[config.mk]
export PLATFORM = sky130hd
export DESIGN_NAME = mgm_out_fifo
export DESIGN_NICKNAME = d
export VERILOG_FILES = /design/src/rtl/core/mgm_pkg.sv /design/src/rtl/core/mgm_out_fifo.sv
export SDC_FILE = /design/constraint.sdc
export NUM_CORES = 1
export LEC_CHECK = 0
export BUFFER_PORTS_ARGS = -buffer_cell sky130_fd_sc_hd__clkbuf_2
export CAP_MARGIN = 20
export CORE_AREA = 2 2 39 41
export DETAILED_ROUTE_END_ITERATION = 6
export DIE_AREA = 0 0 41 43
export GPL_TIMING_DRIVEN = 1
export SLEW_MARGIN = 20
export SYNTH_ARGS = -nofsm -noshare
export SYNTH_HDL_FRONTEND = slang
export SYNTH_SLANG_ARGS = --single-unit
[constraint.sdc]
create_clock -name clk -period 1.92 [get_ports clk]
set_input_delay 0.384 -clock clk [delete_from_list [all_inputs] [get_ports clk]]
set_output_delay 0.384 -clock clk [all_outputs]
set_load 0.005 [all_outputs]
[src/rtl/core/mgm_pkg.sv]
// mgm_pkg: shared constants and types for the maxout group-max block.
// No dependencies; imported by every module under rtl/core.
package mgm_pkg;

    // Parameter defaults
    localparam int DEF_MAX_FEATURE = 4096;
    localparam int DEF_MAX_GROUP   = 16;
    localparam int DEF_DATA_WIDTH  = 16;

    // Fixed field widths
    localparam int OFF_W      = 16;  // argmax offset
    localparam int GRP_CFG_W  = 5;   // group_size register
    localparam int PIX_CFG_W  = 13;  // feature_size register
    localparam int CFG_DATA_W = 13;  // widest register
    localparam int CFG_IDX_W  = 2;

    // Output queue
    localparam int OUT_DEPTH = 3;
    localparam int OUT_PTR_W = $clog2(OUT_DEPTH);
    localparam int OUT_CNT_W = $clog2(OUT_DEPTH + 1);

    typedef enum logic [CFG_IDX_W-1:0] {
        REG_GROUP_SIZE   = 2'd0,
        REG_FEATURE_SIZE = 2'd1
    } mgm_reg_t;

    // Per-beat control from the sequencer to the store
    typedef struct packed {
        logic first;  // first map of the group: load entry
        logic emit;   // last map of the group: produce a result
        logic eom;    // last pixel of the map
    } mgm_flags_t;

endpackage

[src/rtl/core/mgm_out_fifo.sv]
// mgm_out_fifo: small result queue decoupling the store from output stall.
// Depends on mgm_pkg.
module mgm_out_fifo #(
    parameter int WIDTH = 1
) (
    input  logic                          clk,
    input  logic                          rst_n,
    input  logic                          push,
    input  logic [WIDTH-1:0]              push_data,
    output logic                          out_valid,
    input  logic                          out_stall,
    output logic [WIDTH-1:0]              out_data,
    output logic [mgm_pkg::OUT_CNT_W-1:0] count
);
    import mgm_pkg::*;

    logic [WIDTH-1:0]     slot [OUT_DEPTH];
    logic [OUT_PTR_W-1:0] wr_ptr_reg, wr_ptr_next;
    logic [OUT_PTR_W-1:0] rd_ptr_reg, rd_ptr_next;
    logic [OUT_CNT_W-1:0] cnt_reg, cnt_next;
    logic                 pop;

    assign pop = out_valid && !out_stall;

    always_comb
    begin
        wr_ptr_next = wr_ptr_reg;
        rd_ptr_next = rd_ptr_reg;
        cnt_next    = cnt_reg;
        if (push)
            wr_ptr_next = (wr_ptr_reg == OUT_PTR_W'(OUT_DEPTH - 1)) ? '0
                                                : wr_ptr_reg + OUT_PTR_W'(1);
        if (pop)
            rd_ptr_next = (rd_ptr_reg == OUT_PTR_W'(OUT_DEPTH - 1)) ? '0
                                                : rd_ptr_reg + OUT_PTR_W'(1);
        if (push && !pop)
            cnt_next = cnt_reg + OUT_CNT_W'(1);
        else if (pop && !push)
            cnt_next = cnt_reg - OUT_CNT_W'(1);
    end

    always_ff @(posedge clk or negedge rst_n)
    begin
        if (!rst_n)
        begin
            wr_ptr_reg <= '0;
            rd_ptr_reg <= '0;
            cnt_reg    <= '0;
        end
        else
        begin
            wr_ptr_reg <= wr_ptr_next;
            rd_ptr_reg <= rd_ptr_next;
            cnt_reg    <= cnt_next;
        end
    end

    always_ff @(posedge clk)
    begin
        if (push)
            slot[wr_ptr_reg] <= push_data;
    end

    assign out_valid = (cnt_reg != '0);
    assign out_data  = slot[rd_ptr_reg];
    assign count     = cnt_reg;

    a_no_overflow: assert property (@(posedge clk) disable iff (!rst_n)
        push && !pop |-> cnt_reg != OUT_CNT_W'(OUT_DEPTH))
        else $error("result queue overflow");

endmodule

Word-level counts from Yosys, hierarchy flattened
Memories as Yosys holds them, arrays and structs flattened.
Index checks and enable logic that the tools add are counted.
{ "op_classes": {"mux": 6, "addsub": 4, "div_mod_pow": 0, "n_eq_ne": 2, "reduce_logical": 8, "shift": 0, "n_lt_le_gt_ge": 0, "mul": 0, "bitwise_logic": 0} }
{ "op_table": {"columns": ["cell", "n"], "rows": [
  ["$mux W2", 4],
  ["$add A2 B1 Y2 const B", 3],
  ["$eq A2 B2 Y1 const B", 2],
  ["$reduce_bool A2 Y1", 2],
  ["$logic_and A1 B1 Y1", 3],
  ["$logic_not A1 Y1", 3],
  ["$mux W1", 2],
  ["$sub A2 B1 Y2 const B", 1]
]} }
{ "totals": {"reg_bits": 6, "mem_count": 1, "ram_bits": 3, "romBits": 0, "latch_bits": 0, "word_cells": 24, "in_bits": 5, "output_inout_bits": 4} }
{ "mem_list": {"columns": ["memory", "depth", "word_bits", "read_ports", "rd_ports_with_merged_regs", "write_ports", "line", "source"], "rows": [
  ["slot", 3, 1, 1, 0, 1, "mgm_out_fifo.sv:17", "logic [WIDTH-1:0] slot [OUT_DEPTH];"]
]} }

Longest topological paths before layout
{ "depth": {"depth_word": 5, "ltp_mapped": 5} }

Worst setup path before layout
Ideal clock, no wire load.
{ "synth_timing": {"path_type": "flip-flop to flip-flop", "from": "register cnt_reg[0] (netlist: count[0])", "to": "register cnt_reg[1] (netlist: count[1])", "slack_ns": 0.649, "arrival_time_ns": 1.145, "synth_period_minus_slack_ns": 1.271, "path_buffers": 0, "t_required_ns": 1.794, "stages_incl_launch_ff": 6, "cell_sequence": "dfrtp_1 -> o21bai_2 -> ha_1 -> xor2_1 -> nor2_1 -> xor2_1"} }
{ "synth_via": {"elab_chain_len": 5, "elab_cells_between_ends": 10} }
{ "synth_rtl": {"columns": ["item", "line", "source"], "rows": [
  ["start, declared", "mgm_out_fifo.sv:20", "logic [OUT_CNT_W-1:0] cnt_reg, cnt_next;"],
  ["start signal, assigned", "mgm_out_fifo.sv:54", "cnt_reg <= cnt_next;"],
  ["branches (longest 5 deep; another with $sub A2 B1 Y2)", null, null]
]} }
Parallel ways; which one is timed is not known. The select of a mux whose other input is x is not followed.
A chain may end at the register's enable or synchronous reset.

Worst setup path after layout
{ "layout_timing": {"from": "register rd_ptr_reg[0]", "to": "output port out_data"} }
{ "layout_via": {"elab_chain_len": 1} }
{ "layout_rtl": {"columns": ["item", "line", "source"], "rows": [
  ["start, declared", "mgm_out_fifo.sv:19", "logic [OUT_PTR_W-1:0] rd_ptr_reg, rd_ptr_next;"],
  ["start signal, assigned", "mgm_out_fifo.sv:53", "rd_ptr_reg <= rd_ptr_next;"],
  ["$mem_v2 Z3 W1", null, null],
  ["end, declared", "mgm_out_fifo.sv:12", "output logic [WIDTH-1:0] out_data,"]
]} }
Every way passes these cells.

==> results.cfg <==
[floorplanning]
fp.dieH_um = 43
coreArea_um2 = 1380
initial_utilization_pct = 28.2
num_io_pins = 9
die_area_um2 = 1760
rows = 14
die_w_um = 41

[finish]
nets = 51
regMostFlops = slot
largest_register_ffs = 3
area_growth_pct = 24.7
most-common-layout-cells = clkbuf_2, dfrtp_1
instances_no_fill = 60
antennaDiodeCount = 0
drive_gt1_share_pct = 29.5
layout_commonest_cell = clkbuf_2

[pwr]
p_total_uw = 701
vdd_drop_max_mv = 0.439
cellPowerDensity_nw_per_um2 = 1440
p_leak_uw = 0.000234

[critical_path]
crit_arrival_ns = 1.06
crit_type = reg2out
cp-end-kind = output port
r2r_end = count[1]
cp.required_ns = 1.54
crit_fanout = 4
crit-reg2reg-launch = count[0]
worst_setup_path_start_kind = flip-flop
cpMaxStageDelayCell = dfrtp_1
r2r_cells = 5
r2r_setup_slack_ns = 0.57
critPathLaunch = rd_ptr_reg[0]
max_stage_delay_ns = 0.41
crit_path_cell_trace = mux2i_1 -> o21ai_0 -> clkbuf_2

[clock_tree]
clock_latency_ns = 0.25
cts_tree = done
path_clk_slew_ns = 0.06
ctsRootBufferMaster = clkbuf_4
cts_buffer_depth = 2
cts_inserted_buffers = 3
ctsResizeCount = 0
clock-sinks = 9
cts_max_level = 1
postCtsSetupRepairBufs = 0

[logic_synthesis]
netlist_area_um2 = 390
yosysTopAreaCell = dfrtp_1
syn_inst = 31
syn_avg_cell_area_um2 = 12.6
ys_ff_latch = 9
synthTopCellsByArea = dfrtp_1, edfxtp_1, a21o_1, xor2_1, ha_1
yosysTopAreaCellShare_pct = 38.5
yosysSeqAreaShare_pct = 61.5
ys_types = 18
synth_warnings = 0
syn-num-nets = 37

[sta]
slew_violations = 0
fin_worst_skew_ns = 0.00591
hold_viol = 0
hold_slack_ns = 0.334
fin_crit_ns = 1.44
setup_viol = 0
tightest_slew_ns = 0.209
rsz0062_at_grt = no
fin_crit_sh_pct = 75.1
post-route-worst-setup-slack_ns = 0.478
finalSetupTns_ns = 0
fmax_mhz = 694
slew_headroom_pct = 86.0

[run]
cap_viol_max_count = 0

[drt]
wirelength_um = 567
avgRoutedWirePerCell_um = 9.45
dr_total_vias = 251
via_per_inst = 4.18
drc = 0
drtIter0Drc = 0
ant_nets = 0
drt_pass1_iterations = 1

[run_status]
outcome = complete, no violations

[min_path]
min_to = slot[2]
hold_path_depth = 1
hold_path.class = in2reg
worstHoldStart = push_data

[placed_design]
dp_hpwl_um = 447
portBuffers = 8
dpl_worst_slack_ns = 0.560
dp.cells = 55
place.gp.congestion = 0.712

[grt]
grt_pass1_vias = 254
grtUsageTotal_pct = 9.16
grt_max_degree = 7
antenna_found_initial = 0
grt_pass1_wl_um = 972
grt_overflow_total = 0
## area by class of cell
class                           count  area [um^2]
Clock buffer                        4         26.3
Fill cell                         144          897
Inverter                            1         3.75
Multi-Input combinational cell     21          146
Sequential cell                     9          240
Tap cell                           16         20.0
Timing Repair Buffer                9         50.0
## per-stage QoR
| step | util (%) | cell area, um^2 |
|---|---|---|
| after detailed placement | 32.5 | 450 |
| final | 35.2 | 487 |
| after global routing | 35.2 | 487 |
| after floorplan | - | 390 |
| after CTS | 35.2 | 487 |
| after global placement | 32.5 | 450 |
## cells by family (layout without fill, tap and decap cells)
kind of cell,count (synthesis),in the layout,synth area share [%]
adders and majority gates,1,1,3.20
muxes,1,1,2.56
xor gates and xnor gates,3,3,6.73
buffers and inverters,1,14,0.961
DFF,9,9,61.5
AOI/OAI and AO/OA,6,6,11.2
and+or+nand+nor,10,10,13.8
## synth_stat cells
master	number
mux2i_1	1
nand2b_1	1
xnor2_1	1
xor2_1	2
nor3_2	1
o21bai_2	1
edfxtp_1	3
o21ai_1	1
nor2_1	2
a21o_1	3
ha_1	1
dfrtp_1	6
or2_1	1
nand2_1	3
nor3b_1	1
nor3_1	1
o21ai_0	1
inv_1	1
## routing by layer
metal  vias to the layer above  track usage [%]  wire (um)
met5                         -                0          0
met4                         0             4.00          0
met1                       110             8.39        262
met3                         0             9.42         35
li1                        136                -          -
met2                         5             12.8        269
## worst max-delay path, delay by kind of cell (launching register included)
family | cells | cell delay [ns]
flip-flops | 1 | 0.41
multiplexers | 1 | 0.13
AO/OA/AOI/OAI | 1 | 0.13
buffers and inverters | 1 | 0.13
## how the worst max path moves through the flow
stage               endpoint  slack (ns)
floorplan           count[1]        0.65
global placement    count[1]        0.57
detailed placement  count[1]        0.56
CTS                 out_data        0.45
global route        out_data        0.36
finish              out_data        0.48
## power breakdown
group	total [uW]	internal, uW	switching (uW)
clock	141	79.8	60.8
sequential	349	272	77.3
combinational	212	123	88.8
## what timing repair did
item | CTS | global route
hold buffers | 1 | 0
endpoints found under the hold margin | 6 | 0
setup endpoints to repair | 0 | 0
Power figures use the tool's default switching activity.
