## config.mk

```make
export PLATFORM = sky130hd
export DESIGN_NAME = mgm_seq
export DESIGN_NICKNAME = d
export VERILOG_FILES = /design/src/rtl/core/mgm_pkg.sv /design/src/rtl/core/mgm_seq.sv
export SDC_FILE = /design/constraint.sdc
export NUM_CORES = 1
export LEC_CHECK = 0
export BUFFER_PORTS_ARGS = -buffer_cell sky130_fd_sc_hd__buf_2
export CAP_MARGIN = 10
export CORE_ASPECT_RATIO = 1.25
export CORE_MARGIN = 8
export CORE_UTILIZATION = 60
export DETAILED_ROUTE_END_ITERATION = 8
export PLACE_DENSITY = 0.79
export SLEW_MARGIN = 20
export SYNTH_ARGS = -nofsm -noshare
export SYNTH_HDL_FRONTEND = slang
export SYNTH_SLANG_ARGS = --single-unit
```

## constraint.sdc

```tcl
create_clock -name clk -period 8.13 [get_ports clk]
set_input_delay 1.626 -clock clk [delete_from_list [all_inputs] [get_ports clk]]
set_output_delay 1.626 -clock clk [all_outputs]
set_load 0.01 [all_outputs]
```

## src/rtl/core/mgm_pkg.sv

```systemverilog
// mgm_pkg: shared constants and types for the maxout group-max block.
// No dependencies; imported by every module under rtl/core.
package mgm_pkg;

    // Parameter defaults
    localparam int DEF_MAX_FEATURE = 4096;
    localparam int DEF_MAX_GROUP   = 16;
    localparam int DEF_DATA_WIDTH  = 16;

    // Fixed field widths
    localparam int OFF_W      = 16;  // argmax offset
    localparam int GRP_CFG_W  = 5;   // group_size register
    localparam int PIX_CFG_W  = 13;  // feature_size register
    localparam int CFG_DATA_W = 13;  // widest register
    localparam int CFG_IDX_W  = 2;

    // Output queue
    localparam int OUT_DEPTH = 3;
    localparam int OUT_PTR_W = $clog2(OUT_DEPTH);
    localparam int OUT_CNT_W = $clog2(OUT_DEPTH + 1);

    typedef enum logic [CFG_IDX_W-1:0] {
        REG_GROUP_SIZE   = 2'd0,
        REG_FEATURE_SIZE = 2'd1
    } mgm_reg_t;

    // Per-beat control from the sequencer to the store
    typedef struct packed {
        logic first;  // first map of the group: load entry
        logic emit;   // last map of the group: produce a result
        logic eom;    // last pixel of the map
    } mgm_flags_t;

endpackage

```

## src/rtl/core/mgm_seq.sv

```systemverilog
// mgm_seq: configuration registers, pixel/group counters and offset base.
// Depends on mgm_pkg.
module mgm_seq #(
    parameter int MAX_FEATURE = mgm_pkg::DEF_MAX_FEATURE,
    parameter int MAX_GROUP   = mgm_pkg::DEF_MAX_GROUP,
    localparam int PIX_W = (MAX_FEATURE > 1) ? $clog2(MAX_FEATURE) : 1
) (
    input  logic                           clk,
    input  logic                           rst_n,
    input  logic                           cfg_we,
    input  logic [mgm_pkg::CFG_IDX_W-1:0]  cfg_index,
    input  logic [mgm_pkg::CFG_DATA_W-1:0] cfg_data,
    input  logic                           accept,
    output logic [PIX_W-1:0]               pix_addr,
    output logic [mgm_pkg::OFF_W-1:0]      offset,
    output mgm_pkg::mgm_flags_t            flags
);
    import mgm_pkg::*;

    localparam int GRP_W = (MAX_GROUP > 1) ? $clog2(MAX_GROUP) : 1;

    logic [GRP_W-1:0] grp_last_reg, grp_last_next;
    logic [PIX_W-1:0] pix_last_reg, pix_last_next;
    logic [OFF_W-1:0] pix_step_reg, pix_step_next;
    logic [PIX_W-1:0] p_reg, p_next;
    logic [GRP_W-1:0] g_reg, g_next;
    logic [OFF_W-1:0] base_reg, base_next;   // g * pixels

    always_ff @(posedge clk or negedge rst_n)
    begin
        if (!rst_n)
        begin
            grp_last_reg <= '0;
            pix_last_reg <= '0;
            pix_step_reg <= OFF_W'(1);
            p_reg        <= '0;
            g_reg        <= '0;
            base_reg     <= '0;
        end
        else
        begin
            grp_last_reg <= grp_last_next;
            pix_last_reg <= pix_last_next;
            pix_step_reg <= pix_step_next;
            p_reg        <= p_next;
            g_reg        <= g_next;
            base_reg     <= base_next;
        end
    end

    always_comb
    begin
        int grp_eff;
        int pix_eff;
        grp_eff = int'(cfg_data[GRP_CFG_W-1:0]);
        pix_eff = int'(cfg_data[PIX_CFG_W-1:0]);
        if (grp_eff == 0)
            grp_eff = 1;
        else if (grp_eff > MAX_GROUP)
            grp_eff = MAX_GROUP;
        if (pix_eff == 0)
            pix_eff = 1;
        else if (pix_eff > MAX_FEATURE)
            pix_eff = MAX_FEATURE;

        grp_last_next = grp_last_reg;
        pix_last_next = pix_last_reg;
        pix_step_next = pix_step_reg;
        p_next        = p_reg;
        g_next        = g_reg;
        base_next     = base_reg;

        if (cfg_we)
        begin
            case (cfg_index)
                REG_GROUP_SIZE:
                begin
                    grp_last_next = GRP_W'(grp_eff - 1);
                    p_next        = '0;
                    g_next        = '0;
                    base_next     = '0;
                end
                REG_FEATURE_SIZE:
                begin
                    pix_last_next = PIX_W'(pix_eff - 1);
                    pix_step_next = OFF_W'(pix_eff);
                    p_next        = '0;
                    g_next        = '0;
                    base_next     = '0;
                end
                default: ;
            endcase
        end
        else if (accept)
        begin
            if (p_reg == pix_last_reg)
            begin
                p_next = '0;
                if (g_reg == grp_last_reg)
                begin
                    g_next    = '0;
                    base_next = '0;
                end
                else
                begin
                    g_next    = g_reg + GRP_W'(1);
                    base_next = base_reg + pix_step_reg;
                end
            end
            else
            begin
                p_next = p_reg + PIX_W'(1);
            end
        end
    end

    assign pix_addr    = p_reg;
    assign offset      = base_reg + OFF_W'(p_reg);
    assign flags.first = (g_reg == '0);
    assign flags.emit  = (g_reg == grp_last_reg);
    assign flags.eom   = (p_reg == pix_last_reg);

    a_pix_range: assert property (@(posedge clk) disable iff (!rst_n)
        p_reg <= pix_last_reg)
        else $error("pixel counter beyond map size");

    a_grp_range: assert property (@(posedge clk) disable iff (!rst_n)
        g_reg <= grp_last_reg)
        else $error("group counter beyond group size");

endmodule

```

# [After elaboration in Yosys (flattened, before gate mapping)]
# Index checks and enable logic that the tools add are counted.
[totals] register_bits=61 input_bits=19 output_inout_bits=31
[classes] n_addsub=6 n_lt_le_gt_ge=2 eq_ne=4 mux=18 n_reduce_logical=11
[ops] operator="$mux W16" n=5
[ops] operator="$mux W12" n=4
[ops] operator="$mux W4" n=7
[ops] operator="$mux W13" n=2
[ops] operator="$add A16 B12 Y16" n=1
[ops] operator="$add A16 B13 Y16" n=1
[ops] operator="$gt A13 B13 Y1 const B" n=1
[ops] operator="$logic_not A13 Y1" n=1
[ops] operator="$add A12 B1 Y12 const B" n=1
[ops] operator="$eq A12 B12 Y1" n=1
[ops] operator="$sub A12 B2 Y12 const B" n=1
[ops] operator="$reduce_and A2 Y1" n=3
[ops] operator="$gt A5 B5 Y1 const B" n=1
[ops] operator="$logic_not A5 Y1" n=1
[ops] operator="$add A4 B1 Y4 const B" n=1
[ops] operator="$eq A4 B4 Y1" n=1
[ops] operator="$logic_not A4 Y1" n=1
[ops] operator="$reduce_bool A2 Y1" n=2
[ops] operator="$sub A4 B2 Y4 const B" n=1
[ops] operator="$reduce_and A3 Y1" n=1
[ops] operator="$eq A2 B1 Y1 const B" n=1
[ops] operator="$logic_not A2 Y1" n=1
[ops] operator="$ne A2 B2 Y1 const B" n=1
[ops] operator="$reduce_or A2 Y1" n=1

# [Depth between registers and ports, before layout]
[depth] word_depth=5 mapped_depth=10

# [Worst setup path before layout]
# Ideal clock, no wire load.
[synth_path] kind="register to output" start="register p_reg[0] (netlist: pix_addr[0])" end="output port offset[12] in the netlist's numbering" arrival_time_ps=2268 setup_slack_ps=4236 path_stages_with_launch=10 n_path_buf=0 path_cell_list="dfrtp_1 -> ha_1 -> inv_1 -> fa_1 -> nor2b_1 -> o21ai_0 -> a21oi_1 -> o41ai_1 -> o21ai_0 -> xor2_1"
[synth_via] elab_chain_cells=1
[synth_lines] item="start: declaration" line_no="mgm_seq.sv:25" source="logic [PIX_W-1:0] p_reg, p_next;"
[synth_lines] item="start signal: assignment" line_no="mgm_seq.sv:45" source="p_reg <= p_next;"
[synth_lines] item="$add A16 B12 Y16" line_no="mgm_seq.sv:118" source="assign offset = base_reg + OFF_W'(p_reg);"
[synth_lines] item="end: declaration" line_no="mgm_seq.sv:15" source="output logic [mgm_pkg::OFF_W-1:0] offset,"
# Every way passes these cells.

# [Worst setup path in the final report]
# Ends and elaborated chain as after synthesis.

==> results.sh <==
export IMPL_cts_htree_levels=3
export IMPL_grt_pass1_vias=3483
export IMPL_grt_usage_pct=19.8
export IMPL_dr_pass1_iters=4
export IMPL_tns_ns=0
export IMPL_finalCriticalPeriod_ns=4.68
export IMPL_crit_arrival_ns=3.05
export IMPL_num_io_pins=50
export IMPL_drc=0
export IMPL_avgSynthCellArea_um2=8.91
export IMPL_mostFrequentLayoutCell="dfrtp_1"
export IMPL_async_flop_share_pct=100
export IMPL_syn_area_mm2=0.00421
export IMPL_power_per_cell_area_mw_per_mm2=151
export IMPL_initial_core_util_pct=61.1
export IMPL_viasPerCell=5.88
export IMPL_cts_num_sinks=61
export IMPL_synthToLayoutAreaGrowth_pct=11.2
export IMPL_design_core_area_mm2=0.00689
export IMPL_ys_seq_area_share_pct=36.3
export IMPL_detail_route_antenna_nets=0
export IMPL_fin_skew_ns=0.00992
export IMPL_die_x_um=90.9
export IMPL_final_period_utilization_pct=57.6
export IMPL_place_ws_ns=3.80
export IMPL_dpl_cell_count=599
export IMPL_hold_class="register to register"
export IMPL_io_buffers=49
export IMPL_cts_tree="yes"
export IMPL_worst_pin_slew_ns=0.990
export IMPL_status="completed"
export IMPL_cts_buffers=9
export IMPL_cp_required_ns=6.50
export IMPL_largest_reg_flops=16
export IMPL_drt_initial_drc_count=175
export IMPL_fmax_mhz=214
export IMPL_ys_top_cells_by_area="dfrtp_1 36%, ha_1 8.9%, o21ai_0 5.4%"
export IMPL_whs_ns=0.496
export IMPL_synth_top_area_cell="dfrtp_1"
export IMPL_final_cells=615
export IMPL_fin_area_mm2=0.00468
export IMPL_rsz0062_at_grt="no"
export IMPL_num_antenna_cells=0
export IMPL_crit_type="register to output port"
export IMPL_ctsLongestPathBuffers=2
export IMPL_routedWlPerCell_um=15.6
export IMPL_grt_max_degree=62
export IMPL_cp_max_fo=7
export IMPL_cts_hold_buffers=0
export IMPL_ir_drop_mv=0.0979
export IMPL_path_clk_slew_ns=0.07
export IMPL_synth_ff_latch_count=61
export IMPL_crit_path_start_kind="register"
export IMPL_dpl_cell_area_mm2=0.00452
export IMPL_antenna_found_initial=0
export IMPL_synth_top_area_share_pct=35.7
export IMPL_die_h_um=110
export IMPL_worstRegToRegCells=6
export IMPL_drt_wl_total_um=9590
export IMPL_dp_hpwl_um=7520
export IMPL_whs_path_depth=2
export IMPL_dieArea_mm2=0.00997
export IMPL_yosys_warnings=0
export IMPL_ys_flop_type="dfrtp_1"
export IMPL_grt_overflow=0
export IMPL_crit_path_end_kind="output port"
export IMPL_synth_nets=523
export IMPL_synth_edf_count=0
export IMPL_cts_root_buffer="clkbuf_8"
export IMPL_layout_nets=571
export IMPL_routabilityCongestion=0.888
export IMPL_rows=34
export IMPL_cts_setup_buffers=0
export IMPL_layout_setup_ws_ns=3.45
export IMPL_cap_violations=0
export IMPL_setup_viol=0
export IMPL_clock_latency_ns=0.34
export IMPL_synth_cells=472
export IMPL_slew_headroom_pct=33.7
export IMPL_final_cell_mix="60 x dfrtp_1, 49 x buf_2, 45 x o21ai_0"
export IMPL_layout_drive_gt1_share_pct=15.2
export IMPL_grt_pass1_wl_um=16100
export IMPL_hold_viol_final=0
export IMPL_drv_slew=0
export IMPL_total_power_mw=0.706
export IMPL_final_core_utilization_pct=67.9
export IMPL_yosysUniqueCellTypes=51
export IMPL_cts_resized=0
export IMPL_vias=3618
export IMPL_power_leakage_nw=2.26
## synthesized netlist by cell type, types with 2 or more instances
master and number:
and3_1 4, and2_1 2, nor2b_1 6, inv_1 13, a31oi_1 3, o21a_1 5
or3_1 8, nand2_1 44, mux2_2 5, o21ai_0 45, clkbuf_1 12, ha_1 30
a22o_1 10, o31ai_1 5, o31a_1 2, or4_1 3, xor2_1 25, a211oi_1 7
nor4_1 6, nand4_1 4, a21oi_1 32, nor2_1 43, nor3_1 10, o211ai_1 3
nand3_1 8, o21bai_1 3, dfrtp_1 60, nand2b_1 13, xnor2_1 23, fa_1 2
nor3b_1 3, or2_2 5, a21o_1 9, o32ai_1 2
## power by group
part	switching, mW	total, mW	internal (mW)
Sequential	0.0263	0.356	0.330
Clock	0.115	0.223	0.108
Combinational	0.0740	0.127	0.0528
## cell families (layout without fill, tap and decap cells)
logic type	after synthesis	in the layout	synth area share, %
and+or+nand+nor	163	163	19.2
adders and majority gates	32	32	9.87
AOI/OAI and AO/OA	136	136	20.7
xor gates and xnor gates	48	48	9.99
DFF	61	61	36.3
muxes	5	5	1.34
buffers and inverters	27	80	2.62
## worst paths after layout
path                                              from                     endpoint  slack, ns
max in group asynchronous                        rst_n  pix_step_reg[5]$_DFFE_PN0P_       6.18
min in group asynchronous                        rst_n         g_reg[3]$_DFFE_PN0P_       1.43
max reg2reg                    pix_addr[0]$_DFFE_PN0P_     base_reg[11]$_DFFE_PN0P_       5.45
min                        pix_step_reg[5]$_DFFE_PN0P_  pix_step_reg[5]$_DFFE_PN0P_       0.50
max                            pix_addr[0]$_DFFE_PN0P_                   offset[12]       3.45
min reg2reg                pix_step_reg[5]$_DFFE_PN0P_  pix_step_reg[5]$_DFFE_PN0P_       0.50
## routing by layer
metal / global-route usage, % / wire (µm)
met2: 33.6 / 4600
met5: 0 / 0
met1: 24.3 / 4350
met3: 4.10 / 447
met4: 8.09 / 199
## cell type report
cell class              count  area (µm²)
clock buffers              11         131
clock inverters             5        27.5
fillers                   571        2210
inverters                  13        48.8
multi-input cells         384        2570
flip-flops and latches     61        1530
well taps                  90         113
repair buffers             51         260
## critical path, cell delays in order, from the launching register on
cell and delay [ns]:
dfrtp_1 0.46, ha_1 0.27, inv_1 0.07, fa_1 0.21, nor2b_1 0.05, o21ai_0 0.20, a21oi_1 0.12, o41ai_1 0.74
o21ai_0 0.25, xor2_1 0.18, buf_2 0.14
Note: power is estimated with default switching activity, not from simulation.
